## config.mk

```make
export PLATFORM = sky130hd
export DESIGN_NAME = ats_ram
export DESIGN_NICKNAME = d
export VERILOG_FILES = /design/src/rtl/ats_ram.sv
export SDC_FILE = /design/constraint.sdc
export NUM_CORES = 2
export LEC_CHECK = 0
export ABC_CLOCK_PERIOD_IN_PS = 2600
export BUFFER_PORTS_ARGS = -buffer_cell sky130_fd_sc_hd__clkbuf_2
export CAP_MARGIN = 20
export CORE_MARGIN = 3
export CORE_UTILIZATION = 35
export DETAILED_ROUTE_END_ITERATION = 10
export MAX_ROUTING_LAYER = met4
export PLACE_DENSITY = 0.6
export RECOVER_POWER = 25
export SYNTH_ARGS = -nofsm -noshare
export SYNTH_HDL_FRONTEND = slang
export SYNTH_SLANG_ARGS = --single-unit
```

## constraint.sdc

```tcl
create_clock -name clk -period 2.6 [get_ports clk]
set_input_delay 0.26 -clock clk [delete_from_list [all_inputs] [get_ports clk]]
set_output_delay 0.26 -clock clk [all_outputs]
set_load 0.01 [all_outputs]
```

## src/rtl/ats_ram.sv

```systemverilog
`timescale 1ns / 1ps
// ============================================================================
// ats_ram
// Generic simple dual-port RAM: one write port and one read port with
// registered read data that holds while the read enable is low.
// ============================================================================
module ats_ram #(
    parameter int WIDTH = 8,
    parameter int DEPTH = 256
) (
    input  logic                     clk,
    input  logic                     we,
    input  logic [$clog2(DEPTH)-1:0] waddr,
    input  logic [WIDTH-1:0]         wdata,
    input  logic                     re,
    input  logic [$clog2(DEPTH)-1:0] raddr,
    output logic [WIDTH-1:0]         rdata
);

    logic [WIDTH-1:0] mem [DEPTH];
    logic [WIDTH-1:0] rdata_reg;

    // Write port.
    always_ff @(posedge clk)
    begin
        if (we)
        begin
            mem[waddr] <= wdata;
        end
    end

    // Registered read port.
    always_ff @(posedge clk)
    begin
        if (re)
        begin
            rdata_reg <= mem[raddr];
        end
    end

    assign rdata = rdata_reg;

endmodule

```

==> results.py <==
metrics = {
    "status": {
        "status": "complete, but fails checks",
        "violations": "max-capacitance violations, max-slew violations",
    },
    "sta": {
        "setup_violations": 0,
        "tightest_slew_ns": 2.265,
        "final_hold_viol_count": 0,
        "max_freq_mhz": 394.9,
        "fin_crit_ns": 2.532,
        "finalSetupTns_ns": 0,
        "finalCritPeriodShare_pct": 97.39,
        "max_slew_margin_pct": -51.03,
        "slew_viol_final": 714,
        "rsz0062_at_grt": "false",
        "skew_ns": 0.02828,
    },
    "worst_setup_path": {
        "timing.rr.start": "mem[64][1]",
        "regToRegEndpoint": "rdata[1]",
        "reg2reg_depth": 6,
        "reg2reg_slack_ns": 0.07,
        "cp.arrival_ns": 3.09,
        "criticalPathCategory": "reg -> reg",
        "startpoint_type": "flip-flop",
        "required_ns": 3.16,
        "slowest_delay_ns": 0.52,
        "path_cells": "mux4_2 > mux4_2 > nor2b_4 > nor4_4 > buf_4 > nor4_1",
        "cp_slowest_cell": "mux4_2",
        "cpMostUsedCell": "mux4_2",
        "crit_fanout": 1,
        "endpoint_kind": "flip-flop",
    },
    "cts": {
        "insertion_delay_ns": 0.82,
        "cts_buffers": 205,
        "cts_sinks": 2056,
        "cts_setup_buffers": 0,
        "cts.reportedPaths.clkPinSlew_ns": 0.06,
        "cts_tree": "done",
        "htreeDepth": 4,
        "cts_root_buffer": "clkbuf_16",
        "clockBufferDepth": 3,
    },
    "synth": {
        "synthTopCellsByArea": "edfxtp_1 (78%), mux4_2 (13%), mux2i_1 (1.7%)",
        "yosys.area.top_type": "edfxtp_1",
        "synthDominantCellAreaShare_pct": 77.53,
        "async_flop_share_pct": 0,
        "avgSynthCellArea_sq_um": 21.33,
        "synth_cells": 3733,
        "yosysWarnings": 0,
        "synth_edf_count": 2056,
        "ys_ff_latch": 2056,
        "syn_area_sq_um": 79640,
        "synth_cell_types": 54,
        "synthesis.nets": 3760,
        "ys.flop_type": "edfxtp_1",
        "ys_seq_area_share_pct": 77.53,
    },
    "power_and_ir_drop": {
        "p_sw_share_pct": 21.33,
        "clockPowerShare_pct": 41.6,
        "ir_drop_v": 0.0006042,
        "p_switching_mw": 14.74,
        "seq_power_share_pct": 53.0,
        "power_mw": 69.11,
        "leakage_nw": 29.83,
        "powerDensity_nw_per_um2": 735.8,
        "internal_power_mw": 54.36,
        "combPwrFrac_pct": 5.4,
    },
    "placement": {
        "dp_hpwl_mm": 131.6,
        "globalplace.congestion": 0.8481,
        "io_buffers": 34,
    },
    "cells_and_area": {
        "drive_above_1_share_pct": 30.58,
        "nNetsFinal": 4367,
        "largest_reg_flops": 2048,
        "syn2layout_area_growth_pct": 17.93,
    },
    "routing": {
        "drtPass1Iterations": 6,
        "drt_iter0_drc": 4784,
        "via_count": 40610,
        "wl_per_cell_um": 27.41,
        "drc_errors": 0,
        "via_per_inst": 5.411,
        "ant_nets": 0,
        "drt-total-wl_mm": 205.7,
    },
    "grt": {
        "antenna_found_initial": 7,
        "track_usage_pct": 17.83,
        "grt_max_degree": 97,
        "grt_pass1_vias": 40650,
        "grt-ovfl-total": 0,
        "grt_pass1_wl_mm": 295.7,
    },
    "min_path": {
        "hold_depth": 4,
        "holdCritStartpoint": "waddr[1]",
        "hp-class": "in -> reg",
        "holdPathEnd": "mem[171][3]",
    },
    "die": {
        "die_x_um": 483.0,
        "start_util_pct": 35.31,
        "rows": 174,
        "io_pins": 35,
        "die_h_um": 483.0,
        "die_area_sq_um": 233300,
        "coreArea_sq_um": 225500,
    },
    "flow_run": {
        "maxCapViolCount": 9,
    },
}
[per-layer routing]
layer	share of wire, %	GRT usage [%]	vias to the layer above
met1	42	24.11	21830
met3	6.7	2.895	292
met5	0	-	-
met2	48	27.67	1562
met4	3.4	5.897	0
li1	-	-	16930
[kinds of logic after synthesis]
group,share of synthesized area (%)
flip-flops,77.53
AO/OA/AOI/OAI,3.416
buffers and inverters,1.829
multiplexers,14.60
AND/OR/NAND/NOR,2.625
[metrics by stage]
stage	area [sq um]	hold WS, ns	setup slack (ns)	instances	util [%]
after floorplan	79640	0.3589	0.2639	3733	-
after CTS	94150	0.1226	0.01670	7498	41.74
after detailed placement	87530	0.5268	-0.8445	7116	38.81
after global placement	87530	0.5306	-0.9001	7116	38.81
after global routing	93910	0.1673	0.01509	7502	41.64
final	93920	0.1936	0.06789	7505	41.64
[layout make-up]
class | instances | area (sq um)
Tap cell | 2992 | 3744
Fill cell | 19650 | 131600
Antenna cell | 7 | 17.52
Timing Repair Buffer | 633 | 5374
Sequential cell | 2056 | 61740
Multi-Input combinational cell | 1442 | 16530
Inverter | 2 | 7.507
Clock inverter | 113 | 1087
Clock buffer | 260 | 5421
[worst max-delay path by stage]
stage	from	endpoint	slack, ns	cells past startpoint
after floorplan	raddr[0]	rdata[2]	0.26	9
after global placement	raddr[0]	rdata[2]	-0.90	9
after detailed placement	raddr[0]	rdata[2]	-0.84	9
after CTS	mem[64][1]	rdata[1]	0.02	6
after global routing	mem[64][1]	rdata[1]	0.02	6
final	mem[64][1]	rdata[1]	0.07	6
[power by group through the flow]
| stage | logic, mW | clock network, mW | registers, mW |
|---|---|---|---|
| CTS | 3.79 | 29.3 | 36.6 |
| floorplan | 1.78 | 0 | 37.3 |
| global route | 3.91 | 30.6 | 36.6 |
| detailed placement | 3.76 | 0 | 37.3 |
| global placement | 3.72 | 0 | 37.3 |
| finish | 3.70 | 28.8 | 36.6 |
[placed cells by master, fill, tap and decap left out, types with 30 or more instances in the layout]
cell       instances
edfxtp_1        2056
buf_4            519
mux4_2           454
nor2_1           279
clkbuf_16        209
mux2i_1          134
a22oi_1          133
a21oi_1           96
clkbuf_1          60
buf_12            54
o221ai_1          46
clkinv_1          37
clkinv_2          37
nand3_1           34
nand2_1           33
clkbuf_2          30
[worst max-delay path, delay by kind of cell, from the launching register on]
kind,cells,cell delay [ns]
buffers and inverters,1,0.19
flip-flops,1,0.37
multiplexers,2,1.01
AND/OR/NAND/NOR,3,0.70
[synth_stat cells (2+ instances only)]
cell	n
and2_1	6
a211oi_1	16
buf_8	13
nand3b_1	2
nand2b_1	8
clkbuf_1	111
o21ai_1	2
buf_4	27
a311oi_1	2
a221oi_1	13
nand4_1	10
mux2i_1	134
a2111oi_0	2
nand2_1	33
a22o_1	8
nor2b_1	31
a2111oi_1	2
nor4_2	3
or2_2	4
o211ai_1	10
buf_2	31
o22a_1	5
nor2_1	282
nand3_1	34
nor3_1	22
edfxtp_1	2056
buf_1	22
buf_12	8
o21ai_0	10
mux4_2	454
nor4_1	24
o32ai_1	4
o22ai_1	28
and3b_1	2
a22oi_1	133
buf_6	21
a31oi_1	2
o221ai_1	46
a21oi_1	96
mux4_1	2
[repair_timing]
| item | CTS | global route |
|---|---|---|
| resized for setup | 4 | 2 |
| setup endpoints to repair | 3 | 1 |
| pin swaps | 1 | 1 |
| hold endpoints to repair | 348 | 0 |
| hold buffers | 9 | 0 |
Note: power is estimated with default switching activity, not from simulation.
